===== config.mk =====
export PLATFORM = sky130hd
export DESIGN_NAME = fccr_cfg_flat
export DESIGN_NICKNAME = d
export VERILOG_FILES = /design/src/design/fccr_pkg.sv /design/src/design/fccr_ifs.sv /design/src/design/fccr_cfg.sv /design/src/flat_wrapper.sv
export SDC_FILE = /design/constraint.sdc
export NUM_CORES = 1
export LEC_CHECK = 0
export BUFFER_PORTS_ARGS = -buffer_cell sky130_fd_sc_hd__buf_2
export CAP_MARGIN = 10
export CORE_MARGIN = 3
export CORE_UTILIZATION = 41
export DETAILED_ROUTE_END_ITERATION = 8
export PLACE_DENSITY = 0.72
export RECOVER_POWER = 100
export SLEW_MARGIN = 20
export SYNTH_ARGS = -nofsm -noshare
export SYNTH_HDL_FRONTEND = slang
export SYNTH_SLANG_ARGS = --single-unit
export TNS_END_PERCENT = 20

===== constraint.sdc =====
create_clock -name clk -period 0.81 [get_ports clk]
set_input_delay 0.162 -clock clk [delete_from_list [all_inputs] [get_ports clk]]
set_output_delay 0.162 -clock clk [all_outputs]
set_load 0.03 [all_outputs]

===== src/design/fccr_pkg.sv =====
package fccr_pkg;

    // Longest read handled in one request; longer lengths are clipped to this.
    localparam int MAX_READ_BYTES = 16384;

    localparam int LEN_W     = 15;
    localparam int POS_W     = 36;
    localparam int SHIFT_W   = 5;   // log2 of cluster bytes, at most 19
    localparam int CB_W      = 20;  // cluster size in bytes
    localparam int WITHIN_W  = 19;  // offset inside a cluster
    localparam int AHEAD_W   = 23;  // 32-bit offset over the smallest cluster
    localparam int SECTOR_W  = 24;
    localparam int DSS_W     = 22;

    localparam logic [3:0] LBPS_MIN = 4'd9;
    localparam logic [3:0] LBPS_MAX = 4'd12;

    localparam logic [15:0] FAT_FIRST_DATA = 16'h0002;
    localparam logic [15:0] FAT_RSVD_MIN   = 16'hFFF0;
    localparam logic [15:0] FAT_BAD        = 16'hFFF7;
    localparam logic [15:0] FAT_END_MIN    = 16'hFFF8;

    localparam logic CMD_LOAD    = 1'b0;
    localparam logic CMD_RESOLVE = 1'b1;

    typedef enum logic [1:0] {
        ST_OK   = 2'd0,
        ST_END  = 2'd1,
        ST_BAD  = 2'd2,
        ST_FREE = 2'd3
    } status_t;

    typedef enum logic [1:0] {
        CFG_LBPS = 2'd0,
        CFG_LSPC = 2'd1,
        CFG_DSS  = 2'd2
    } cfg_idx_t;

    typedef enum logic [2:0] {
        S_IDLE,
        S_START,
        S_NEXT,
        S_SECTOR,
        S_EMIT,
        S_ERR
    } seq_state_t;

    typedef struct packed {
        logic [3:0]       lbps;   // already clamped to 9..12
        logic [2:0]       lspc;
        logic [DSS_W-1:0] dss;
    } cfg_t;

    typedef struct packed {
        logic        we;
        logic [15:0] waddr;
        logic [15:0] wdata;
        logic        re;
        logic [15:0] raddr;
    } tbl_req_t;

    function automatic status_t classify(input logic [15:0] v);
        status_t st;
        if (v < FAT_FIRST_DATA)
            st = ST_FREE;
        else if (v >= FAT_END_MIN)
            st = ST_END;
        else if (v == FAT_BAD)
            st = ST_BAD;
        else if (v >= FAT_RSVD_MIN)
            st = ST_FREE;
        else
            st = ST_OK;
        return st;
    endfunction

endpackage


===== src/design/fccr_ifs.sv =====


interface fccr_cfg_if import fccr_pkg::*; ();
    logic              valid;
    logic              ready;
    logic [1:0]        index;
    logic [DSS_W-1:0]  data;

    modport source (output valid, index, data, input ready);
    modport sink   (input valid, index, data, output ready);
endinterface


===== src/design/fccr_cfg.sv =====
module fccr_cfg import fccr_pkg::*; (
    input  logic       clk,
    input  logic       rst_n,
    fccr_cfg_if.sink   cfg,
    output cfg_t       cfg_q
);

    logic [3:0]       lbps_reg;
    logic [2:0]       lspc_reg;
    logic [DSS_W-1:0] dss_reg;

    assign cfg.ready = 1'b1;

    always_ff @(posedge clk or negedge rst_n)
    begin
        if (!rst_n)
        begin
            lbps_reg <= 4'd9;
            lspc_reg <= 3'd2;
            dss_reg  <= '0;
        end
        else if (cfg.valid && cfg.ready)
        begin
            unique case (cfg.index)
                CFG_LBPS: lbps_reg <= cfg.data[3:0];
                CFG_LSPC: lspc_reg <= cfg.data[2:0];
                CFG_DSS:  dss_reg  <= cfg.data;
                default:  ;
            endcase
        end
    end

    always_comb
    begin
        if (lbps_reg < LBPS_MIN)
            cfg_q.lbps = LBPS_MIN;
        else if (lbps_reg > LBPS_MAX)
            cfg_q.lbps = LBPS_MAX;
        else
            cfg_q.lbps = lbps_reg;
        cfg_q.lspc = lspc_reg;
        cfg_q.dss  = dss_reg;
    end

endmodule


===== src/flat_wrapper.sv =====
// flat-port wrapper written by rule: the top's interface ports become plain ports
module fccr_cfg_flat import fccr_pkg::*;
  (clk, rst_n, cfg_q, cfg_valid, cfg_index, cfg_data, cfg_ready);
  fccr_cfg_if cfg_i ();
  input  logic clk;
  input  logic rst_n;
  output cfg_t cfg_q;
  input wire logic [$bits(cfg_i.valid)-1:0] cfg_valid;
  input wire logic [$bits(cfg_i.index)-1:0] cfg_index;
  input wire logic [$bits(cfg_i.data)-1:0] cfg_data;
  output wire logic [$bits(cfg_i.ready)-1:0] cfg_ready;
  assign cfg_i.valid = cfg_valid;
  assign cfg_i.index = cfg_index;
  assign cfg_i.data = cfg_data;
  assign cfg_ready = cfg_i.ready;
  fccr_cfg u_core (.clk(clk), .rst_n(rst_n), .cfg(cfg_i), .cfg_q(cfg_q));
endmodule

==> results.py, run 1 <==
metrics = {
    "yosys": {
        "yosysTopAreaCell": "dfrtp_1",
        "synthTopCellsByCount": "dfrtp_1 (26), mux2_4 (20), mux2_2 (9)",
        "yosysWarnings": 0,
        "synth_top_area_share_pct": 52.26,
        "synth-async-reset-ratio_pct": 100.0,
        "synth_most_common_cell": "dfrtp_1",
        "synth-main-ff-cell": "dfrtp_1",
        "synth_cells": 70,
        "synth_cell_types": 14,
        "synth.area.top_cells": "dfrtp_1 (52%), mux2_4 (24%), mux2_2 (8.1%)",
        "synth_edf_count": 0,
        "seq_area_frac_synth_pct": 58.59,
        "ys_seq_elements": 29,
        "synth_area_sq_um": 1245,
        "syn_avg_cell_area_sq_um": 17.78,
    },
    "clock_network": {
        "cts_buffers": 5,
        "h-tree-depth": 2,
        "cts_tree": "built",
        "clk_latency_ns": 0.32,
        "cts-root-buf": "clkbuf_4",
        "clockBufferDepth": 2,
        "cts.reportedPaths.clkPinSlew_ns": 0.09,
        "cts.sinks": 29,
    },
    "timing": {
        "period_share_pct": 167.8,
        "rsz0062_at_grt": "true",
        "setup-violations-final": 32,
        "timing.hold.ws_ns": 0.05745,
        "hold_viol": 0,
        "skew_ns": 0,
        "slew_violations": 0,
        "fin_crit_ns": 1.359,
        "fin_ws_ns": -0.5491,
        "max_freq_ghz": 0.7358,
    },
    "grt": {
        "grt_use_met1_pct": 18.40,
        "track_usage_pct": 15.82,
        "grt_max_degree": 17,
        "grt_pass1_vias": 911,
        "top_usage_layer": "met2",
        "use_met2_pct": 24.47,
        "grt.met3_usage_pct": 7.128,
        "grt_remaining_overflow": 0,
        "grt_pass1_wl_mm": 4.181,
        "antenna_found_initial": 0,
    },
    "critical_path": {
        "path_class": "flop to primary output",
        "worstSetupStartpointType": "flop",
        "cp-end-kind": "primary output",
        "critical-path-top-delay-family": "flip-flops",
        "path_buf_inv": 1,
        "critPathMaxFanout": 3,
        "cp.arrival_ns": 1.20,
        "cp.required_ns": 0.65,
        "cpPeakStageDelay_ns": 0.56,
        "slowest_stage": "dfstp_2",
        "crit_chain": "and3b_2, buf_6",
    },
    "final_layout": {
        "seq_area_sq_um": 729.5,
        "nNetsFinal": 161,
        "antenna_cells": 0,
        "largest_reg_flops": 22,
        "post-route-util_pct": 64.62,
        "synthToLayoutAreaGrowth_pct": 46.83,
        "fill_cells": 213,
        "multiInputGateArea_sq_um": 488.0,
        "drive_gt1_share_pct": 74.81,
    },
    "route": {
        "routedWlPerCell_microns": 15.27,
        "route.detailed.drc": 0,
        "postRouteAntennaNets": 0,
        "vias": 791,
        "dr.pass1.iters": 3,
        "avgViaCountPerCell": 4.765,
        "drtIter0Drc": 26,
        "drt-total-wl_mm": 2.534,
    },
    "floorplanning": {
        "core_area_sq_um": 2829,
        "die-area_sq_um": 3734,
        "die_height_microns": 61.11,
        "start_util_pct": 44.01,
        "num_rows": 19,
        "die_width_microns": 61.11,
        "io_pins": 57,
    },
    "placed_design": {
        "pre_cts_slack_ns": -0.2725,
        "globalplace.congestion": 0.6679,
        "dpl.hpwl_mm": 1.779,
        "portBuffers": 54,
    },
    "run": {
        "drv_cap": 0,
    },
    "status": {
        "violations": "negative setup slack",
        "status": "finished, violations left",
    },
    "pwr": {
        "ir_drop_uv": 1430,
        "p_per_area_nw_per_um2": 2535,
        "power_leakage_nw": 0.9422,
    },
    "min_path": {
        "hold_path_class": "primary input to flop",
    },
}
-- area by class of cell --
type / count / area share [%]
clock buffers: 8 / 3.217
well taps: 31 / 2.122
flip-flops and latches: 29 / 39.90
repair buffers: 60 / 28.06
multi-input cells: 38 / 26.69
-- what timing repair did --
action                                 4_1_cts  5_1_grt
setup buffers                                0        1
setup endpoints to repair                   29       30
resized for setup                           56        1
hold buffers                                 1        0
endpoints found under the hold margin       11        0
-- cell families (layout without fill, tap and decap cells) --
| kind of cell | Yosys count | count (layout) | share of synthesized area [%] |
|---|---|---|---|
| flip-flops | 29 | 29 | 58.59 |
| AND/OR/NAND/NOR | 6 | 6 | 5.428 |
| AO/OA/AOI/OAI | 1 | 1 | 0.4016 |
| other | 1 | 2 | 0.3012 |
| buffers and inverters | 4 | 68 | 3.015 |
| multiplexers | 29 | 29 | 32.26 |
-- power by group --
| group | leakage [nW] | switching (W) | internal [W] |
|---|---|---|---|
| logic | 0.571 | 0.000846 | 0.000929 |
| clock network | 0.0326 | 0.000470 | 0.000428 |
| registers | 0.339 | 0.000220 | 0.00174 |
-- worst paths after layout --
kind                            slack (ns)            endpoint  depth (start not counted)                from
worst max-delay path                 -0.55           cfg_q[26]                          2  u_core.lbps_reg[3]
worst min register to register        0.53  u_core.lbps_reg[1]                          1  u_core.lbps_reg[1]
min in group asynchronous             0.29   u_core.dss_reg[1]                          2               rst_n
worst max register to register       -0.07   u_core.dss_reg[5]                          2   u_core.dss_reg[5]
worst min-delay path                  0.06  u_core.dss_reg[15]                          2        cfg_data[15]
max in group asynchronous             0.10  u_core.dss_reg[13]                          3               rst_n
-- layout by cell type, fill, tap and decap left out, drive strengths merged --
cell type	synthesis	final
nor2b	1	1
dfstp	3	3
nor3b	1	1
dlygate4sd3	0	1
clkbuf	0	9
o21ai	1	1
nand3b	2	2
mux2	29	29
and3b	1	1
dfrtp	26	26
and2	1	1
buf	4	58
conb	1	2
-- metrics by stage --
stage,TNS [ns],power [W],instances,area (sq um)
2_1_floorplan,-2.569,0.002912,71,1256
3_3_place_gp,-7.180,0.003344,156,1583
3_5_place_dp,-7.620,0.003380,156,1583
4_1_cts,-7.534,0.004671,165,1827
5_1_grt,-8.359,0.004860,166,1828
6_report,-7.226,0.004635,166,1828
-- layer usage --
metal | vias to the layer above | routed length (microns)
met3 | 5 | 235
met5 | - | 0
met1 | 379 | 996
li1 | 366 | -
met4 | 0 | 53
met2 | 41 | 1250
(Power assumes the default switching activity.)
==> inputs of run 2 (changes only) <==
--- a/config.mk
+++ b/config.mk
@@ -10,6 +10,7 @@
 export CORE_MARGIN = 3
 export CORE_UTILIZATION = 41
 export DETAILED_ROUTE_END_ITERATION = 8
+export GPL_TIMING_DRIVEN = 0
 export PLACE_DENSITY = 0.72
 export RECOVER_POWER = 100
 export SLEW_MARGIN = 20
==> run 2 against run 1 <==
Effect of this change: final area is 1.8% lower; first-iteration DRC count fell by 19%; critical endpoint unchanged; sequential power is essentially flat; routed wire length fell by 3.2%; the run ends with negative hold slack, negative setup slack left; critical path type unchanged; non-clock buffer count shrank 2; register-to-register slack improved by 0.08 ns; highest routed layer unchanged; critical path depth unchanged.
==> results.py, run 2 (synthesized netlist as in run 1, its figures left out) <==
metrics = {
    "critical_path": {
        "worstSetupStartpointType": "flop",
        "cp-end-kind": "primary output",
        "crit_chain": "and3b_2, buf_6",
        "r2r_setup_slack_ns": 0.01,
        "cpPeakStageDelay_ns": 0.57,
        "cp.required_ns": 0.65,
        "path_buf_inv": 1,
        "cp.arrival_ns": 1.21,
        "critical-path-top-delay-family": "flip-flops",
        "path_class": "flop to primary output",
        "critPathMaxFanout": 4,
        "slowest_stage": "dfstp_2",
    },
    "grt": {
        "antenna_found_initial": 0,
        "grt_pass1_vias": 837,
        "grt_pass1_wl_mm": 3.843,
        "track_usage_pct": 14.95,
        "grt_remaining_overflow": 0,
        "grt_max_degree": 30,
    },
    "route": {
        "route.detailed.drc": 0,
        "postRouteAntennaNets": 0,
        "dr.pass1.iters": 2,
        "vias": 797,
        "drt-total-wl_mm": 2.454,
        "routedWlPerCell_microns": 14.96,
        "drtIter0Drc": 21,
        "avgViaCountPerCell": 4.860,
    },
    "floorplanning": {
        "die_width_microns": 61.11,
        "num_rows": 19,
        "die-area_sq_um": 3734,
        "io_pins": 57,
        "die_height_microns": 61.11,
        "start_util_pct": 44.01,
        "core_area_sq_um": 2829,
    },
    "final_layout": {
        "drive_gt1_share_pct": 74.44,
        "final_cell_mix": "buf_6 (30), dfrtp_1 (26), buf_2 (25)",
        "fill_cells": 218,
        "synthToLayoutAreaGrowth_pct": 44.12,
        "post-route-util_pct": 63.42,
        "antenna_cells": 0,
        "nNetsFinal": 159,
        "final_common_cell": "buf_6",
        "largest_reg_flops": 22,
    },
    "timing": {
        "fin_crit_ns": 1.370,
        "max_freq_ghz": 0.7301,
        "skew_ns": 0,
        "fin_ws_ns": -0.5596,
        "setup-violations-final": 28,
        "period_share_pct": 169.1,
        "worst_pin_slew_ns": 0.6844,
        "slew_violations": 0,
        "hold_viol": 26,
        "slew_headroom_pct": 54.37,
        "timing.hold.ws_ns": -0.1290,
        "rsz0062_at_grt": "true",
    },
    "clock_network": {
        "clockBufferDepth": 2,
        "h-tree-depth": 2,
        "cts-root-buf": "clkbuf_4",
        "cts_tree": "built",
        "clk_latency_ns": 0.32,
        "cts.sinks": 29,
        "cts.reportedPaths.clkPinSlew_ns": 0.08,
        "cts_buffers": 5,
    },
    "placed_design": {
        "dpl.hpwl_mm": 1.655,
        "globalplace.congestion": 0.5826,
        "portBuffers": 54,
    },
    "min_path": {
        "hold_path_class": "primary input to async pin",
    },
    "pwr": {
        "seq_power_share_pct": 42.8,
        "power_frac_comb_pct": 37.8,
        "p_int_w": 0.003063,
        "p_per_area_nw_per_um2": 2544,
        "ir_drop_uv": 1442,
        "p_switching_w": 0.001501,
        "netSwitchingFraction_pct": 32.88,
        "clockPowerShare_pct": 19.4,
        "power_leakage_nw": 0.9215,
    },
    "status": {
        "violations": "negative hold slack, negative setup slack",
        "status": "finished, violations left",
    },
    "run": {
        "drv_cap": 0,
    },
}
-- run 2: changes by cell type in the layout (fill, tap and decap cells not counted), sizes merged --
cell / before / now
buf: 58 / 57
dlygate4sd3: 1 / 0
-- run 2: area by class of cell --
cell class	instances	area, sq um	share of cell area, %
Multi-Input combinational cell	38	484.2	26.99
Buffer	4	37.54	2.092
Tap cell	31	38.79	2.162
Sequential cell	29	729.5	40.66
Timing Repair Buffer	54	445.4	24.83
Clock buffer	8	58.81	3.278
-- run 2: power groups by stage --
stage / sequential, W / combinational (W) / clock [W]
after floorplan: 0.00239 / 0.000518 / 0
after detailed placement: 0.00192 / 0.00142 / 0
final: 0.00195 / 0.00173 / 0.000884
after global routing: 0.00199 / 0.00181 / 0.00101
after CTS: 0.00196 / 0.00175 / 0.000928
after global placement: 0.00191 / 0.00141 / 0
-- run 2: repair_timing --
action,in CTS,in global routing
setup endpoints to repair,28,29
gates cloned,0,0
gates resized for setup,56,1
buffers inserted,0,0
hold endpoints to repair,26,26
-- run 2: final timing paths --
kind | from | endpoint | cells after the start
worst min register to register | u_core.dss_reg[20] | u_core.dss_reg[20] | 1
worst max register to register | u_core.lbps_reg[2] | u_core.lbps_reg[2] | 1
max in group asynchronous | rst_n | u_core.lspc_reg[2] | 1
worst min-delay path | rst_n | u_core.dss_reg[2] | 1
worst max-delay path | u_core.lbps_reg[3] | cfg_q[26] | 2
min in group clk | cfg_data[20] | u_core.dss_reg[20] | 2
-- run 2: metal layers --
metal / part of all wire, % / vias to the layer above / track usage [%]
met1: 39 / 387 / 17.63
met2: 50 / 41 / 22.81
met3: 9.3 / 4 / 5.241
met5: 0 / - / 0
li1: - / 365 / -
met4: 1.4 / 0 / 10.22
-- run 2: through the flow --
step | setup WS [ns] | power [W] | TNS, ns | area, sq um | instances
floorplan | -0.1944 | 0.002912 | -2.569 | 1256 | 71
global placement | -0.2711 | 0.003317 | -7.486 | 1565 | 156
detailed placement | -0.3005 | 0.003341 | -8.108 | 1565 | 156
CTS | -0.5710 | 0.004631 | -7.639 | 1799 | 164
global route | -0.6114 | 0.004813 | -8.507 | 1794 | 164
finish | -0.5596 | 0.004564 | -6.971 | 1794 | 164
==> inputs of run 3 (changes only) <==
--- a/config.mk
+++ b/config.mk
@@ -7,11 +7,13 @@
 export LEC_CHECK = 0
 export BUFFER_PORTS_ARGS = -buffer_cell sky130_fd_sc_hd__buf_2
 export CAP_MARGIN = 10
+export CELL_PAD_IN_SITES_DETAIL_PLACEMENT = 0
+export CELL_PAD_IN_SITES_GLOBAL_PLACEMENT = 1
 export CORE_MARGIN = 3
-export CORE_UTILIZATION = 41
+export CORE_UTILIZATION = 33
 export DETAILED_ROUTE_END_ITERATION = 8
 export GPL_TIMING_DRIVEN = 0
-export PLACE_DENSITY = 0.72
+export PLACE_DENSITY = 0.73
 export RECOVER_POWER = 100
 export SLEW_MARGIN = 20
 export SYNTH_ARGS = -nofsm -noshare
==> run 3 against run 2 <==
Effect of this change: the run still ends with negative hold slack, negative setup slack left; die area is 22% higher; sequential power about the same; non-clock buffer count up 2; first-iteration DRC count decreased by 43%; clock skew unchanged; via count shrank 0.75%; cell count up 10%; critical path depth did not move.
==> results.py, run 3 (synthesized netlist as in run 1, its figures left out) <==
metrics = {
    "critical_path": {
        "worstSetupStartpointType": "flop",
        "cp-end-kind": "primary output",
        "crit_end": "cfg_q[26]",
        "r2r-end": "u_core.dss_reg[6]",
        "path_class": "flop to primary output",
        "r2r_setup_slack_ns": -0.08,
        "cp.required_ns": 0.65,
        "startpoint": "u_core.lbps_reg[3]",
        "critPathMaxFanout": 4,
        "cp.arrival_ns": 1.14,
        "reg2regPathDepth": 2,
        "rr_startpoint": "u_core.dss_reg[6]",
    },
    "grt": {
        "grt_max_degree": 30,
        "grt_remaining_overflow": 0,
        "track_usage_pct": 12.96,
        "antenna_found_initial": 0,
        "grt_pass1_vias": 836,
        "grt_pass1_wl_mm": 4.250,
    },
    "pwr": {
        "p_per_area_nw_per_um2": 2639,
        "power_leakage_nw": 0.9596,
        "ir_drop_uv": 894.8,
    },
    "final_layout": {
        "post-route-util_pct": 53.63,
        "nNetsFinal": 161,
        "synthToLayoutAreaGrowth_pct": 50.55,
        "multiInputGateArea_sq_um": 495.5,
        "largest_reg_flops": 22,
        "final_cell_mix": "buf_6 (29), dfrtp_1 (26), buf_2 (25)",
        "final_common_cell": "buf_6",
        "seq_area_sq_um": 729.5,
        "fin_cells": 181,
        "fill_cells": 302,
        "antenna_cells": 0,
        "drive_gt1_share_pct": 77.04,
    },
    "timing": {
        "rsz0062_at_grt": "true",
        "skew_ns": 0,
        "fin_crit_ns": 1.305,
        "slew_violations": 0,
        "setup-violations-final": 30,
        "slew_headroom_pct": 54.07,
        "timing.hold.ws_ns": -0.08517,
        "setup_tns_ns": -5.792,
        "max_freq_ghz": 0.7661,
        "hold_viol": 26,
        "fin_ws_ns": -0.4953,
        "period_share_pct": 161.1,
        "worst_pin_slew_ns": 0.6890,
    },
    "route": {
        "postRouteAntennaNets": 0,
        "avgViaCountPerCell": 4.370,
        "route.detailed.drc": 0,
        "vias": 791,
        "dr.pass1.iters": 3,
        "drt-total-wl_mm": 2.530,
        "routedWlPerCell_microns": 13.98,
        "drtIter0Drc": 12,
    },
    "floorplanning": {
        "core_area_sq_um": 3495,
        "start_util_pct": 35.62,
        "num_rows": 21,
        "die_width_microns": 67.42,
        "die-area_sq_um": 4545,
        "io_pins": 57,
        "die_height_microns": 67.42,
    },
    "min_path": {
        "hold_path_class": "primary input to async pin",
    },
    "status": {
        "status": "finished, violations left",
        "violations": "negative hold slack, negative setup slack",
    },
    "clock_network": {
        "cts.sinks": 29,
        "h-tree-depth": 2,
        "clockBufferDepth": 2,
        "cts_tree": "built",
        "cts_buffers": 5,
        "cts-root-buf": "clkbuf_8",
        "cts.reportedPaths.clkPinSlew_ns": 0.06,
        "clk_latency_ns": 0.28,
    },
    "placed_design": {
        "globalplace.congestion": 0.6418,
        "dp_cells": 171,
        "pre_cts_slack_ns": -0.2875,
        "portBuffers": 54,
    },
    "run": {
        "drv_cap": 0,
    },
}
[run 3: metal layers]
| layer | track usage [%] | routed length, microns | vias up |
|---|---|---|---|
| met2 | 20.98 | 1308 | 28 |
| met1 | 15.61 | 1021 | 383 |
| li1 | - | - | 373 |
| met3 | 3.161 | 130 | 7 |
| met4 | 7.595 | 69 | 0 |
| met5 | 0 | 0 | - |
[run 3: what timing repair did]
action,4_1_cts,5_1_grt
cloned,0,0
endpoints found under the setup margin,28,48
resized for setup,57,2
endpoints found under the hold margin,26,26
buffers inserted,1,1
[run 3: per-stage QoR]
stage / area (sq um) / power [W]
after global placement: 1584 / 0.003331
final: 1874 / 0.004946
after floorplan: 1256 / 0.002912
after detailed placement: 1584 / 0.003362
after CTS: 1859 / 0.004995
after global routing: 1874 / 0.005191
[run 3: power by group]
part           switching [W]  internal, W  leakage [nW]  total [W]
sequential          0.000215      0.00175         0.339    0.00196
combinational       0.000844     0.000938         0.575    0.00178
clock               0.000510     0.000691        0.0455    0.00120
[run 3: worst min-delay path by stage]
stage               startpoint                 end  slack, ns  cells past startpoint
finish                   rst_n  u_core.dss_reg[21]      -0.09                      1
global route             rst_n   u_core.dss_reg[5]      -0.02                      1
CTS                      rst_n  u_core.dss_reg[21]      -0.09                      1
detailed placement       rst_n   u_core.dss_reg[5]       0.22                      1
global placement         rst_n  u_core.dss_reg[21]       0.21                      1
floorplan                rst_n   u_core.dss_reg[0]      -0.13                      0
[run 3: worst max-delay path: stages, from the launching register on]
cell     delay (ns)
dfstp_2        0.56
and3b_2        0.19
buf_6          0.12
[run 3: layout make-up]
class                      instances  share of cell area, %
sequential                        29                  38.92
multi-input combinational         38                  26.44
timing repair buffer              56                  24.57
clock buffer                       8                  4.806
tap                               46                  3.071
buffer                             4                  2.203
