==> config.mk <==
export PLATFORM = sky130hd
export DESIGN_NAME = fccr_seq_flat
export DESIGN_NICKNAME = d
export VERILOG_FILES = /design/src/design/fccr_pkg.sv /design/src/design/fccr_ifs.sv /design/src/design/fccr_seq.sv /design/src/flat_wrapper.sv
export SDC_FILE = /design/constraint.sdc
export NUM_CORES = 1
export LEC_CHECK = 0
export BUFFER_PORTS_ARGS = -buffer_cell sky130_fd_sc_hd__buf_2
export CELL_PAD_IN_SITES_DETAIL_PLACEMENT = 1
export CELL_PAD_IN_SITES_GLOBAL_PLACEMENT = 2
export CORE_MARGIN = 10
export CORE_UTILIZATION = 31
export DETAILED_ROUTE_END_ITERATION = 8
export PLACE_DENSITY = 0.9
export SKIP_LAST_GASP = 1
export SLEW_MARGIN = 10
export SYNTH_ARGS = -nofsm -noshare
export SYNTH_HDL_FRONTEND = slang
export SYNTH_SLANG_ARGS = --single-unit
==> constraint.sdc <==
create_clock -name clk -period 10.5 [get_ports clk]
set_clock_uncertainty 0.05 [all_clocks]
set_input_delay 1.05 -clock clk [delete_from_list [all_inputs] [get_ports clk]]
set_output_delay 1.05 -clock clk [all_outputs]
set_load 0.1 [all_outputs]
==> src/design/fccr_pkg.sv <==
package fccr_pkg;

    // Longest read handled in one request; longer lengths are clipped to this.
    localparam int MAX_READ_BYTES = 16384;

    localparam int LEN_W     = 15;
    localparam int POS_W     = 36;
    localparam int SHIFT_W   = 5;   // log2 of cluster bytes, at most 19
    localparam int CB_W      = 20;  // cluster size in bytes
    localparam int WITHIN_W  = 19;  // offset inside a cluster
    localparam int AHEAD_W   = 23;  // 32-bit offset over the smallest cluster
    localparam int SECTOR_W  = 24;
    localparam int DSS_W     = 22;

    localparam logic [3:0] LBPS_MIN = 4'd9;
    localparam logic [3:0] LBPS_MAX = 4'd12;

    localparam logic [15:0] FAT_FIRST_DATA = 16'h0002;
    localparam logic [15:0] FAT_RSVD_MIN   = 16'hFFF0;
    localparam logic [15:0] FAT_BAD        = 16'hFFF7;
    localparam logic [15:0] FAT_END_MIN    = 16'hFFF8;

    localparam logic CMD_LOAD    = 1'b0;
    localparam logic CMD_RESOLVE = 1'b1;

    typedef enum logic [1:0] {
        ST_OK   = 2'd0,
        ST_END  = 2'd1,
        ST_BAD  = 2'd2,
        ST_FREE = 2'd3
    } status_t;

    typedef enum logic [1:0] {
        CFG_LBPS = 2'd0,
        CFG_LSPC = 2'd1,
        CFG_DSS  = 2'd2
    } cfg_idx_t;

    typedef enum logic [2:0] {
        S_IDLE,
        S_START,
        S_NEXT,
        S_SECTOR,
        S_EMIT,
        S_ERR
    } seq_state_t;

    typedef struct packed {
        logic [3:0]       lbps;   // already clamped to 9..12
        logic [2:0]       lspc;
        logic [DSS_W-1:0] dss;
    } cfg_t;

    typedef struct packed {
        logic        we;
        logic [15:0] waddr;
        logic [15:0] wdata;
        logic        re;
        logic [15:0] raddr;
    } tbl_req_t;

    function automatic status_t classify(input logic [15:0] v);
        status_t st;
        if (v < FAT_FIRST_DATA)
            st = ST_FREE;
        else if (v >= FAT_END_MIN)
            st = ST_END;
        else if (v == FAT_BAD)
            st = ST_BAD;
        else if (v >= FAT_RSVD_MIN)
            st = ST_FREE;
        else
            st = ST_OK;
        return st;
    endfunction

endpackage

==> src/design/fccr_ifs.sv <==
interface fccr_in_if import fccr_pkg::*; ();
    logic              valid;
    logic              ready;
    logic              cmd;
    logic [15:0]       fat_index;
    logic [15:0]       fat_value;
    logic [15:0]       start_cluster;
    logic [31:0]       file_offset;
    logic [LEN_W-1:0]  read_length;

    modport source (output valid, cmd, fat_index, fat_value, start_cluster, file_offset,
                    read_length, input ready);
    modport sink   (input valid, cmd, fat_index, fat_value, start_cluster, file_offset,
                    read_length, output ready);
endinterface

interface fccr_out_if import fccr_pkg::*; ();
    logic              valid;
    logic              ready;
    logic [POS_W-1:0]  disk_byte_pos;
    logic [LEN_W-1:0]  segment_length;
    logic              last;
    logic [1:0]        status;

    modport source (output valid, disk_byte_pos, segment_length, last, status, input ready);
    modport sink   (input valid, disk_byte_pos, segment_length, last, status, output ready);
endinterface


==> src/design/fccr_seq.sv <==
module fccr_seq import fccr_pkg::*; (
    input  logic        clk,
    input  logic        rst_n,
    fccr_in_if.sink     req,
    fccr_out_if.source  rsp,
    input  cfg_t        cfg_q,
    output tbl_req_t    tbl_req,
    input  logic [15:0] tbl_rdata
);

    seq_state_t state_reg, state_next;

    logic [15:0]         cur_reg, cur_next;
    logic [WITHIN_W-1:0] within_reg, within_next;
    logic [LEN_W-1:0]    rem_reg, rem_next;
    logic [AHEAD_W-1:0]  ahead_reg, ahead_next;
    logic [SECTOR_W-1:0] sector_reg, sector_next;
    status_t             err_reg, err_next;

    logic                out_valid_reg, out_valid_next;
    logic [POS_W-1:0]    pos_reg, pos_next;
    logic [LEN_W-1:0]    len_reg, len_next;
    logic                last_reg, last_next;
    status_t             status_reg, status_next;

    logic [SHIFT_W-1:0]  shift;
    logic [CB_W-1:0]     cb;
    logic [CB_W-1:0]     cb_mask;
    logic [CB_W-1:0]     seg_room;
    logic [LEN_W-1:0]    seg;
    logic [LEN_W-1:0]    rem_left;
    logic [LEN_W-1:0]    len_sat;
    logic [POS_W-1:0]    pos;
    logic                out_free;
    logic                out_load;
    logic                in_beat;
    status_t             st_cur;
    status_t             st_rd;

    assign shift    = SHIFT_W'(cfg_q.lbps) + SHIFT_W'(cfg_q.lspc);
    assign cb       = CB_W'(1) << shift;
    assign cb_mask  = cb - CB_W'(1);
    assign seg_room = cb - CB_W'(within_reg);
    assign seg      = (seg_room > CB_W'(rem_reg)) ? rem_reg : seg_room[LEN_W-1:0];
    assign rem_left = rem_reg - seg;
    assign pos      = (POS_W'(sector_reg) << cfg_q.lbps) + POS_W'(within_reg);
    assign len_sat  = (17'(req.read_length) > 17'(MAX_READ_BYTES)) ?
                      LEN_W'(MAX_READ_BYTES) : req.read_length;
    assign out_free = !out_valid_reg || rsp.ready;
    assign in_beat  = req.valid && req.ready;
    assign st_cur   = classify(cur_reg);
    assign st_rd    = classify(tbl_rdata);

    always_ff @(posedge clk or negedge rst_n)
    begin
        if (!rst_n)
        begin
            state_reg     <= S_IDLE;
            out_valid_reg <= 1'b0;
        end
        else
        begin
            state_reg     <= state_next;
            out_valid_reg <= out_valid_next;
        end
    end

    always_ff @(posedge clk)
    begin
        cur_reg    <= cur_next;
        within_reg <= within_next;
        rem_reg    <= rem_next;
        ahead_reg  <= ahead_next;
        sector_reg <= sector_next;
        err_reg    <= err_next;
        pos_reg    <= pos_next;
        len_reg    <= len_next;
        last_reg   <= last_next;
        status_reg <= status_next;
    end

    always_comb
    begin
        state_next  = state_reg;
        cur_next    = cur_reg;
        within_next = within_reg;
        rem_next    = rem_reg;
        ahead_next  = ahead_reg;
        sector_next = sector_reg;
        err_next    = err_reg;
        pos_next    = pos_reg;
        len_next    = len_reg;
        last_next   = last_reg;
        status_next = status_reg;
        out_load    = 1'b0;
        req.ready   = 1'b0;
        tbl_req     = '0;

        unique case (state_reg)
            S_IDLE:
            begin
                req.ready = 1'b1;
                if (in_beat)
                begin
                    if (req.cmd == CMD_LOAD)
                    begin
                        // table is only written between walks, so no read can collide
                        tbl_req.we    = 1'b1;
                        tbl_req.waddr = req.fat_index;
                        tbl_req.wdata = req.fat_value;
                    end
                    else
                    begin
                        cur_next    = req.start_cluster;
                        rem_next    = len_sat;
                        ahead_next  = AHEAD_W'(req.file_offset >> shift);
                        within_next = req.file_offset[WITHIN_W-1:0] & cb_mask[WITHIN_W-1:0];
                        state_next  = S_START;
                    end
                end
            end
            S_START:
            begin
                if (st_cur != ST_OK)
                begin
                    err_next   = st_cur;
                    state_next = S_ERR;
                end
                else if (ahead_reg != '0)
                begin
                    tbl_req.re    = 1'b1;
                    tbl_req.raddr = cur_reg;
                    state_next    = S_NEXT;
                end
                else
                begin
                    state_next = S_SECTOR;
                end
            end
            S_NEXT:
            begin
                if (st_rd != ST_OK)
                begin
                    err_next   = st_rd;
                    state_next = S_ERR;
                end
                else
                begin
                    cur_next = tbl_rdata;
                    if (ahead_reg != '0)
                    begin
                        ahead_next = ahead_reg - AHEAD_W'(1);
                        if (ahead_reg != AHEAD_W'(1))
                        begin
                            // follow the link straight from the read data
                            tbl_req.re    = 1'b1;
                            tbl_req.raddr = tbl_rdata;
                        end
                        else
                        begin
                            state_next = S_SECTOR;
                        end
                    end
                    else
                    begin
                        state_next = S_SECTOR;
                    end
                end
            end
            S_SECTOR:
            begin
                sector_next = SECTOR_W'(cfg_q.dss)
                            + SECTOR_W'(23'(cur_reg - FAT_FIRST_DATA) << cfg_q.lspc);
                state_next  = S_EMIT;
            end
            S_EMIT:
            begin
                if (out_free)
                begin
                    out_load    = 1'b1;
                    pos_next    = pos;
                    len_next    = seg;
                    last_next   = (rem_left == '0);
                    status_next = ST_OK;
                    rem_next    = rem_left;
                    if (rem_left == '0)
                    begin
                        state_next = S_IDLE;
                    end
                    else
                    begin
                        tbl_req.re    = 1'b1;
                        tbl_req.raddr = cur_reg;
                        within_next   = '0;
                        state_next    = S_NEXT;
                    end
                end
            end
            S_ERR:
            begin
                if (out_free)
                begin
                    out_load    = 1'b1;
                    pos_next    = '0;
                    len_next    = '0;
                    last_next   = 1'b1;
                    status_next = err_reg;
                    state_next  = S_IDLE;
                end
            end
            default:
            begin
                state_next = S_IDLE;
            end
        endcase

        if (out_load)
            out_valid_next = 1'b1;
        else if (rsp.ready)
            out_valid_next = 1'b0;
        else
            out_valid_next = out_valid_reg;
    end

    assign rsp.valid          = out_valid_reg;
    assign rsp.disk_byte_pos  = pos_reg;
    assign rsp.segment_length = len_reg;
    assign rsp.last           = last_reg;
    assign rsp.status         = status_reg;

`ifndef SYNTHESIS
    a_write_only_idle: assert property (@(posedge clk) disable iff (!rst_n)
        tbl_req.we |-> state_reg == S_IDLE)
        else $error("table write outside idle");

    a_walk_done_before_emit: assert property (@(posedge clk) disable iff (!rst_n)
        state_reg == S_EMIT |-> ahead_reg == '0)
        else $error("segment emitted before chain walk finished");

    a_within_in_cluster: assert property (@(posedge clk) disable iff (!rst_n)
        state_reg == S_EMIT |-> CB_W'(within_reg) < cb)
        else $error("segment start outside cluster");

    a_last_ends_item: assert property (@(posedge clk) disable iff (!rst_n)
        (out_load && last_next) |=> state_reg == S_IDLE)
        else $error("sequencer busy after last beat");

    a_rem_bounded: assert property (@(posedge clk) disable iff (!rst_n)
        state_reg != S_IDLE |-> 17'(rem_reg) <= 17'(MAX_READ_BYTES))
        else $error("remaining length above limit");
`endif

endmodule
==> src/flat_wrapper.sv <==
// flat-port wrapper written by rule: the top's interface ports become plain ports
module fccr_seq_flat import fccr_pkg::*;
  (clk, rst_n, cfg_q, tbl_req, tbl_rdata, req_valid, req_cmd, req_fat_index, req_fat_value, req_start_cluster, req_file_offset, req_read_length, req_ready, rsp_valid, rsp_disk_byte_pos, rsp_segment_length, rsp_last, rsp_status, rsp_ready);
  fccr_in_if req_i ();
  fccr_out_if rsp_i ();
  input  logic clk;
  input  logic rst_n;
  input  cfg_t cfg_q;
  output tbl_req_t tbl_req;
  input  logic [15:0] tbl_rdata;
  input wire logic [$bits(req_i.valid)-1:0] req_valid;
  input wire logic [$bits(req_i.cmd)-1:0] req_cmd;
  input wire logic [$bits(req_i.fat_index)-1:0] req_fat_index;
  input wire logic [$bits(req_i.fat_value)-1:0] req_fat_value;
  input wire logic [$bits(req_i.start_cluster)-1:0] req_start_cluster;
  input wire logic [$bits(req_i.file_offset)-1:0] req_file_offset;
  input wire logic [$bits(req_i.read_length)-1:0] req_read_length;
  output wire logic [$bits(req_i.ready)-1:0] req_ready;
  output wire logic [$bits(rsp_i.valid)-1:0] rsp_valid;
  output wire logic [$bits(rsp_i.disk_byte_pos)-1:0] rsp_disk_byte_pos;
  output wire logic [$bits(rsp_i.segment_length)-1:0] rsp_segment_length;
  output wire logic [$bits(rsp_i.last)-1:0] rsp_last;
  output wire logic [$bits(rsp_i.status)-1:0] rsp_status;
  input wire logic [$bits(rsp_i.ready)-1:0] rsp_ready;
  assign req_i.valid = req_valid;
  assign req_i.cmd = req_cmd;
  assign req_i.fat_index = req_fat_index;
  assign req_i.fat_value = req_fat_value;
  assign req_i.start_cluster = req_start_cluster;
  assign req_i.file_offset = req_file_offset;
  assign req_i.read_length = req_read_length;
  assign req_ready = req_i.ready;
  assign rsp_valid = rsp_i.valid;
  assign rsp_disk_byte_pos = rsp_i.disk_byte_pos;
  assign rsp_segment_length = rsp_i.segment_length;
  assign rsp_last = rsp_i.last;
  assign rsp_status = rsp_i.status;
  assign rsp_i.ready = rsp_ready;
  fccr_seq u_core (.clk(clk), .rst_n(rst_n), .req(req_i), .rsp(rsp_i), .cfg_q(cfg_q), .tbl_req(tbl_req), .tbl_rdata(tbl_rdata));
endmodule
==> results of run 1 <==
## cells in the final DEF (no fill, tap or decap), types with 23 or more instances in the layout
cell type,Yosys,routed
a211oi_1,30,29
a21oi_1,163,154
a22oi_1,23,23
and3_1,56,54
buf_2,6,233
buf_4,2,88
edfxtp_1,153,153
ha_1,93,88
inv_1,90,89
mux2i_1,57,57
mux4_2,28,28
nand2_1,235,233
nand2b_1,25,24
nand3_1,33,33
nor2_1,203,194
nor2b_1,28,28
nor3_1,58,51
o21ai_0,104,100
xnor2_1,67,64
xor2_1,27,25
## what timing repair did
item	CTS	global route
setup endpoints to repair	17	17
gates cloned	0	2
resized for setup	23	78
setup buffers	0	8
hold endpoints to repair	0	0
pin swaps	0	23
## power by group
part	switching, mW	internal, mW	leakage (nW)
Combinational	2.15	1.08	6.38
Sequential	0.210	0.989	1.48
Clock	0.281	0.373	0.290
## layout make-up
cell class              count  area (µm²)
diodes                      4        10.0
clock buffers              18         429
clock inverters            13         163
fillers                  6099       30900
inverters                  94         353
multi-input cells        1562       10700
flip-flops and latches    157        4690
well taps                 672         841
repair buffers            344        2140
## cell families after synthesis
kind of cell | count (synthesis) | synth area share [%]
multiplexers | 107 | 9.18
AND/OR/NAND/NOR | 740 | 22.0
XOR/XNOR | 94 | 5.22
AO/OA/AOI/OAI | 521 | 20.7
flip-flops | 157 | 29.8
buffers and inverters | 209 | 5.07
adder cells (fa/ha/maj) | 100 | 8.14
## metal layers
layer,global-route usage [%],vias to the layer above
li1,-,7555
met1,23.2,7874
met2,34.2,381
met3,4.67,72
met4,6.88,12
met5,0,-
## final timing paths
| kind | startpoint | slack (ns) | to | depth (start not counted) |
|---|---|---|---|---|
| worst max-delay path | cfg_q[22] | 0.33 | tbl_req[12] | 41 |
| worst min-delay path | rst_n | 0.31 | u_core.state_reg[1] | 1 |
| worst max register to register | u_core.within_reg[0] | 3.00 | u_core.within_reg[7] | 37 |
| worst min register to register | u_core.err_reg[0] | 0.50 | u_core.rsp.status[0] | 1 |
| max in group asynchronous | rst_n | 9.96 | u_core.state_reg[0] | 1 |
| min in group clk | u_core.err_reg[0] | 0.50 | u_core.rsp.status[0] | 1 |
==> run metrics, run 1 <==
status=finished clean; syn nets=2171; initial antenna violation count=11; row cnt=82; GRT overflow=0; post-DP HPWL=49100 µm; Global Route Usage Sum=19.7%; CTS clock-pin slew for the worst setup and hold paths=0.07 ns; largest net degree at the start of global routing=55; # port buffers=250; Syn. warnings=0; max FFs per register=36; peak supply drop=299 µV; final hold violations=0; Final Max Tran Viols=0; Via Count=15900; Synth top cells by count=nand2_1 (235), nor2_1 (203), a21oi_1 (163); Final min period=10.17 ns; core area=0.0503 mm²; Slew @ Worst Pin=1.09 ns; EDFF count, synth=153; Synth top area share=29.1%; pwr dens=263 mW/mm²; first-pass GRT wire length=94400 µm; hold buffers post-CTS=0; DR DRC count=0; LEAKAGE=8.15 nW; final hold slack=0.308 ns; synthesized area per cell=8.18 µm²; CTS sink count=157; nets=2419; layout cells sized above 1=23.7%; worst path required time=9.40 ns; Root Driver=clkbuf_16; Final GP Congestion=0.962; Core Util, Final=38.5%; average routed wire per standard cell=21.5 µm; level count of the clock H-tree=4; Syn Std Cell Area=0.0158 mm²; max cap viols=0; Clock Latency Late Sink=0.49 ns; Worst Hold Class=primary input to async pin; critical path class=primary input to output pin; Met1 Wirelength=26700 µm; Critical Path Start Type=primary input; most frequent cell after synthesis=nand2_1; Fmax=0.0983 GHz; TNS Setup=0 ns; DP Area=0.0183 mm²; WL met2=30000 µm; DRT iter0 DRCs=953; post-place setup slack=-0.171 ns; total I/O pin count=251; drt pass-1 iters=5; P&R area growth vs syn=22.7%; ys async rst share=2.55%; number of global-route vias before repair=16600; Initial Util=31.4%; Period Utilization, post-route=96.8%; Buf/Inv on CP=7; DR vias/cell=5.55; Die W=246 µm; main flop type after synthesis=edfxtp_1; die area=0.0603 mm²; Yosys reg bits=157; Final setup viols=0; Final ANT Viol Nets=0; Post-Layout Cell Count=2864; TritonCTS clock tree=yes; Critical Path AT=9.07 ns; sequential area share after synthesis=29.8%; Worst Path Max Fanout=5; DRT Wirelength=61500 µm; Slew HR=26.8%; CP max stage delay=0.51 ns; Area contributors post-synth=edfxtp_1 (29%), ha_1 (7.4%), nand2_1 (5.6%), a21oi_1 (5.2%), nor2_1 (4.8%); placed insts=2819; height of the die=246 µm; Num CTS Buffers=17; synthesized instance count=1928; Yosys top cell by area=edfxtp_1; CTS Buffer Depth=2; Final WS setup=0.332 ns; Worst path slowest cell=fa_2; total power=5.09 mW; uppermost layer routed=met5; post-route cell area=0.0194 mm²; metal3 WL=3330 µm; Synth cell types=79; critical path's top delay family=compound AO/OA/AOI/OAI gates; crit end category=output pin
No activity file was read; power rests on OpenSTA's default activity.
==> run 2, diff against run 1 <==
--- a/config.mk
+++ b/config.mk
@@ -8,6 +8,7 @@
 export BUFFER_PORTS_ARGS = -buffer_cell sky130_fd_sc_hd__buf_2
 export CELL_PAD_IN_SITES_DETAIL_PLACEMENT = 1
 export CELL_PAD_IN_SITES_GLOBAL_PLACEMENT = 2
+export CORE_ASPECT_RATIO = 1.1
 export CORE_MARGIN = 10
 export CORE_UTILIZATION = 31
 export DETAILED_ROUTE_END_ITERATION = 8
==> run 2 against run 1 <==
  * Count of clock-buffer cells in the layout increased by 2
  * Fmax decreased by 0.11%
  * Critical path depth unchanged
  * Wire length decreased by 0.66%
  * Worst hold slack improved by 0.019 ns
  * Cell area increased by 0.23%
  * Final cell count increased by 0.17%
  * First-iteration DRC count decreased by 8.6%
  * Core utilization increased by 0.10 points
  * Combinational power about the same
  * Via count decreased by 0.36%
  * Die area about the same
  * Critical endpoint is now tbl_req[2]
  * Largest power group unchanged
  * Highest routed layer unchanged
==> run metrics, run 2 (synthesized netlist as in run 1, its figures left out) <==
Worst Path Max Fanout=6 (+1); pwr dens=261 mW/mm² (-0.51%); CTS Buffer Depth=2 (unchanged); # port buffers=250 (unchanged); total power=5.07 mW (-0.29%); Via Count=15800 (-0.36%); Sw Pwr=2.63 mW (-0.38%); Int Power=2.44 mW (-0.18%); final hold violations=0 (unchanged); Reg2Reg Setup Slack=3.14 ns (+0.14 ns); terminus of the critical flop-to-flop path=u_core.within_reg[17]; Slew @ Worst Pin=1.14 ns (+0.0535 ns); Slew HR=23.6% (-3.3 points); total I/O pin count=251 (unchanged); CTS sink count=157 (unchanged); Worst path slowest cell=fa_2; Die W=235 µm (-4.3%); Worst Hold Class=primary input to async pin; DRT Wirelength=61100 µm (-0.66%); Comb power frac=64.2% (+0.7 points); path depth of the worst reg2reg path=35 (-5.4%); nets=2438 (+0.79%); R2R Path Start=u_core.within_reg[1]; Final min period=10.18 ns (+0.0110 ns); Multi-input gate area=0.0107 mm² (-0.42%); Critical Path Start Type=primary input; register area=0.00469 mm² (unchanged); CP max stage delay=0.44 ns (-0.07 ns); clock share of power=12.2% (-0.7 points); status=finished clean; crit end category=output pin; Fmax=0.0982 GHz (-0.11%); max cap viols=0 (unchanged); LEAKAGE=8.21 nW (+0.79%); Final Max Tran Viols=0 (unchanged); height of the die=257 µm (+4.5%); number of global-route vias before repair=16600 (-0.12%); hold buffers post-CTS=0 (unchanged); Post-Layout Cell Count=2869 (+0.17%); GRT overflow=0 (unchanged); Num CTS Buffers=17 (unchanged); switching share of total power=51.9% (about the same); row cnt=86 (+4.9%); P&R area growth vs syn=23.0%; commonest non-fill, non-tap cells in the layout=nand2_1 (233), buf_2 (233), nor2_1 (193); fillers=6008 (-1.5%); drt pass-1 iters=5 (unchanged); Period Utilization, post-route=96.9% (+0.10 points); Final GP Congestion=0.960 (-0.20%); Worst path most repeated cell=ha_1; CTS clock-pin slew for the worst setup and hold paths=0.07 ns (about the same); Clock Latency Late Sink=0.46 ns (-0.03 ns); layout cells sized above 1=24.0% (+0.37 points); Root Driver=clkbuf_16; average routed wire per standard cell=21.3 µm (-0.83%); TritonCTS clock tree=yes; initial antenna violation count=9 (-2); Final ANT Viol Nets=0 (unchanged); core area=0.0503 mm² (about the same); largest net degree at the start of global routing=55 (unchanged); DR vias/cell=5.52 (-0.54%); Seq pwr share=23.6% (about the same); DR DRC count=0 (unchanged); first-pass GRT wire length=93800 µm (-0.62%); level count of the clock H-tree=4 (unchanged); Initial Util=31.4% (about the same); max FFs per register=36 (unchanged); post-DP HPWL=49700 µm (+1.4%); final hold slack=0.327 ns (+0.0189 ns); die area=0.0603 mm² (about the same); worst path required time=9.40 ns (about the same); DRT iter0 DRCs=871 (-8.6%); placed insts=2822 (+0.11%); Global Route Usage Sum=19.3% (-0.39 points); critical path class=primary input to output pin; Critical Path AT=9.08 ns (about the same); Final setup viols=0 (unchanged); peak supply drop=319 µV (+6.9%)
[run 2: changes by cell type in the layout (fill, tap and decap cells not counted), sizes merged]
| cell | delta |
|---|---|
| inv | -2 |
| diode | -3 |
| clkbuf | +2 |
| buf | +19 |
| bufinv | -2 |
| clkinvlp | +3 |
[run 2: critical path: cells and delay by family]
family                     cells  cell delay (ns)
adders and majority gates      6             1.76
xor gates and xnor gates       1             0.08
buffers and inverters          6             1.03
AOI/OAI and AO/OA             15             2.74
and+or+nand+nor               13             2.37
[run 2: metal layers]
layer	wire [µm]	track usage (%)	vias up	part of all wire, %
li1	-	-	7601	-
met1	25700	22.2	7711	42
met2	30100	33.7	399	49
met3	3240	4.87	109	5.3
met4	1960	7.24	16	3.2
met5	126	0	-	0.21
[run 2: final cells by class]
| type | instances | area share, % |
|---|---|---|
| Antenna cell | 1 | 0.0129 |
| Clock buffer | 20 | 2.35 |
| Clock inverter | 12 | 0.580 |
| Inverter | 94 | 1.82 |
| Multi-Input combinational cell | 1562 | 55.0 |
| Sequential cell | 157 | 24.2 |
| Tap cell | 660 | 4.26 |
| Timing Repair Buffer | 363 | 11.7 |
[run 2: per-stage QoR]
step	TNS, ns	worst slack [ns]	instance area, µm²	utilization [%]
2_1_floorplan	0	0.0856	15900	-
3_3_place_gp	0	0.0452	18400	36.5
3_5_place_dp	-6.25	-0.391	18400	36.5
4_1_cts	0	0.00664	19000	37.9
5_1_grt	-0.463	-0.0515	19400	38.6
6_report	0	0.321	19400	38.6
[run 2: worst max-delay path by stage]
| stage | startpoint | to | slack (ns) | depth (start not counted) |
|---|---|---|---|---|
| floorplan | cfg_q[24] | tbl_req[16] | 0.09 | 39 |
| global placement | cfg_q[22] | tbl_req[4] | 0.05 | 40 |
| detailed placement | cfg_q[22] | tbl_req[4] | -0.39 | 41 |
| CTS | cfg_q[22] | tbl_req[4] | 0.007 | 41 |
| global route | cfg_q[22] | tbl_req[11] | -0.05 | 41 |
| finish | cfg_q[22] | tbl_req[2] | 0.32 | 41 |
[run 2: power groups by stage]
| stage | sequential [mW] | combinational [mW] | clock [mW] |
|---|---|---|---|
| final | 1.20 | 3.26 | 0.619 |
| after CTS | 1.19 | 3.17 | 0.635 |
| after floorplan | 1.31 | 2.11 | 0 |
| after global placement | 1.20 | 3.06 | 0 |
| after global routing | 1.21 | 3.54 | 0.659 |
| after detailed placement | 1.21 | 3.12 | 0 |
[run 2: repair_timing]
action	in CTS	in global routing
resized for setup	27	65
pin swaps	2	19
endpoints found under the setup margin	17	17
setup buffers	2	11
gates cloned	0	1
==> run 3, diff against run 2 <==
--- a/config.mk
+++ b/config.mk
@@ -5,14 +5,16 @@
 export SDC_FILE = /design/constraint.sdc
 export NUM_CORES = 1
 export LEC_CHECK = 0
+export ABC_AREA = 1
 export BUFFER_PORTS_ARGS = -buffer_cell sky130_fd_sc_hd__buf_2
 export CELL_PAD_IN_SITES_DETAIL_PLACEMENT = 1
 export CELL_PAD_IN_SITES_GLOBAL_PLACEMENT = 2
 export CORE_ASPECT_RATIO = 1.1
 export CORE_MARGIN = 10
-export CORE_UTILIZATION = 31
+export CORE_UTILIZATION = 30
+export CTS_BUF_LIST = sky130_fd_sc_hd__clkbuf_4
 export DETAILED_ROUTE_END_ITERATION = 8
-export PLACE_DENSITY = 0.9
+export PLACE_DENSITY = 0.93
 export SKIP_LAST_GASP = 1
 export SLEW_MARGIN = 10
 export SYNTH_ARGS = -nofsm -noshare
==> run 3 against run 2 <==
  * Fmax increased by 4.9%
  * Global-route usage up 0.90 points
  * Clock power is 27% lower
  * First-iteration DRC count down 4.6%
  * Core utilization shrank 3.3 points
  * Non-clock buffer count fell by 85
  * Register-to-register slack better by 1.3 ns
  * Critical path type unchanged
  * Largest cell class unchanged
==> run metrics, run 3 <==
Synth top cells by count=nand2_1 (564), inv_1 (360), nor2_1 (255); Syn. warnings=0 (unchanged); Die W=240 µm (+2.1%); total I/O pin count=251 (unchanged); Slew HR=30.0% (+6.5 points); peak supply drop=244 µV (-24%); Yosys top cell by area=edfxtp_1; Critical Path AT=8.60 ns (-0.48 ns); max FFs per register=36 (unchanged); post-DP HPWL=53900 µm (+8.4%); largest net degree at the start of global routing=60 (+9.1%); Worst path slowest cell=fa_1; layout cells sized above 1=14.0% (-10 points); first-pass GRT wire length=98500 µm (+5.1%); path depth of the worst reg2reg path=37 (+5.7%); post-route cell area=0.0186 mm² (-4.2%); TNS Setup=0 ns (unchanged); DR vias/cell=5.13 (-7.1%); main flop type after synthesis=edfxtp_1; Final ANT Viol Nets=0 (unchanged); syn nets=2628 (+21%); average routed wire per standard cell=19.4 µm (-8.8%); RSZ-0062 raised after global routing=no; Synth cell types=54 (-32%); height of the die=262 µm (+2.1%); nets=2837 (+16%); DRT iter0 DRCs=831 (-4.6%); Initial Util=30.4% (-1.0 points); core area=0.0526 mm² (+4.7%); Syn Std Cell Area=0.0160 mm² (+1.3%); synthesized instance count=2385 (+24%); # port buffers=250 (unchanged); number of global-route vias before repair=17900 (+8.2%); LEAKAGE=9.04 nW (+10%); WHS Endpoint=u_core.rsp.status[0]; P&R area growth vs syn=16.3%; drt pass-1 iters=5 (unchanged); Period Utilization, post-route=92.4% (-4.6 points); Final setup viols=0 (unchanged); Num CTS Buffers=17 (unchanged); terminus of the critical flop-to-flop path=u_core.within_reg[7]; worst path required time=9.40 ns (about the same); sequential area share after synthesis=29.4% (-0.38 points); level count of the clock H-tree=4 (unchanged); DR DRC count=0 (unchanged); row cnt=88 (+2.3%); Critical Path Start Type=primary input; CTS Buffer Depth=2 (unchanged); Hold Path Origin=u_core.err_reg[0]; Worst path most repeated cell=nand2_1; postcts setup bufs=0 (-2); ys async rst share=2.55% (unchanged); synthesized area per cell=6.70 µm² (-18%); Slew @ Worst Pin=1.04 ns (-0.101 ns); CTS clock-pin slew for the worst setup and hold paths=0.15 ns (+0.08 ns); status=finished clean; Final Max Tran Viols=0 (unchanged); Final min period=9.70 ns (-0.479 ns); placed insts=3249 (+15%); EDFF count, synth=153 (unchanged); pwr dens=314 mW/mm² (+20%); Worst Path Max Fanout=26 (+20); die area=0.0629 mm² (+4.3%); commonest non-fill, non-tap cells in the layout=nand2_1 (564), inv_1 (360), nor2_1 (254); Reg2Reg Setup Slack=4.43 ns (+1.29 ns); final hold violations=0 (unchanged); Clock Latency Late Sink=0.73 ns (+0.27 ns); Worst Hold Class=register to register; Final GP Congestion=0.973 (+1.3%); most common cell after layout, fill and taps aside=nand2_1; Via Count=16800 (+6.3%); Root Driver=clkbuf_4; initial antenna violation count=11 (+2); TritonCTS clock tree=yes; CP max stage delay=0.44 ns (about the same); R2R Path Start=u_core.within_reg[0]; crit end category=output pin; Yosys reg bits=157 (unchanged); Area contributors post-synth=edfxtp_1 (29%), nand2_1 (13%), inv_1 (8.5%), o21ai_0 (7.4%), ha_1 (7.3%); max cap viols=0 (unchanged); CTS sink count=157 (unchanged); crit path from=cfg_q[24]; total power=5.84 mW (+15%); GRT overflow=0 (unchanged); most frequent cell after synthesis=nand2_1; final hold slack=0.529 ns (+0.202 ns); DP Area=0.0182 mm² (-0.71%); Fmax=0.103 GHz (+4.9%); DRT Wirelength=63800 µm (+4.5%); Global Route Usage Sum=20.2% (+0.90 points); worst hold stages=2; critical path class=primary input to output pin; Synth top area share=28.7% (-0.37 points); Post-Layout Cell Count=3285 (+14%)
-- run 3: per-layer routing --
metal	vias up	wire length [µm]	global-route usage, %
met4	18	2260	8.39
met5	-	110	0
met3	104	3560	5.29
met1	7991	25400	21.5
li1	8361	-	-
met2	365	32400	37.0
-- run 3: cell type report --
type / count / area [µm²]
fillers: 6815 / 34100
multi-input cells: 1769 / 9600
flip-flops and latches: 157 / 4690
repair buffers: 278 / 1720
inverters: 371 / 1390
well taps: 675 / 845
clock inverters: 12 / 169
clock buffers: 20 / 150
diodes: 3 / 7.51
-- run 3: cells by family after synthesis --
family          after synthesis  share of synthesized area (%)
fa+ha+maj                    98                           7.91
simple gates               1111                           30.0
buf+inv                     459                           10.9
flops                       157                           29.4
compound gates              461                           16.0
mux                          45                           2.82
xor+xnor                     54                           2.96
-- run 3: timing repair --
item / in CTS / in global routing
hold endpoints to repair: 4 / 0
hold buffers: 1 / 0
endpoints found under the setup margin: 0 / 17
gates resized for setup: 0 / 2
-- run 3: worst max path at each step --
stage | to | depth (start not counted)
2_1_floorplan | tbl_req[0] | 52
3_3_place_gp | tbl_req[3] | 49
3_5_place_dp | tbl_req[8] | 49
4_1_cts | tbl_req[13] | 49
5_1_grt | tbl_req[14] | 49
6_report | tbl_req[13] | 49
-- run 3: power by group --
| part | switching (mW) | total (mW) | internal (mW) |
|---|---|---|---|
| combinational | 2.97 | 4.05 | 1.09 |
| clock | 0.256 | 0.451 | 0.195 |
| sequential | 0.222 | 1.33 | 1.11 |
-- run 3: worst max-delay path, delay by kind of cell --
| family | cells | cell delay, ns |
|---|---|---|
| compound gates | 4 | 0.88 |
| fa+ha+maj | 5 | 1.61 |
| xor+xnor | 1 | 0.35 |
| buf+inv | 11 | 1.59 |
| simple gates | 28 | 3.08 |
-- run 3: through the flow --
stage | setup slack, ns | util, %
after floorplan | 1.59 | -
after global placement | 0.910 | 34.6
after detailed placement | 0.595 | 34.6
after CTS | 0.567 | 35.3
after global routing | 0.0407 | 35.3
final | 0.800 | 35.3
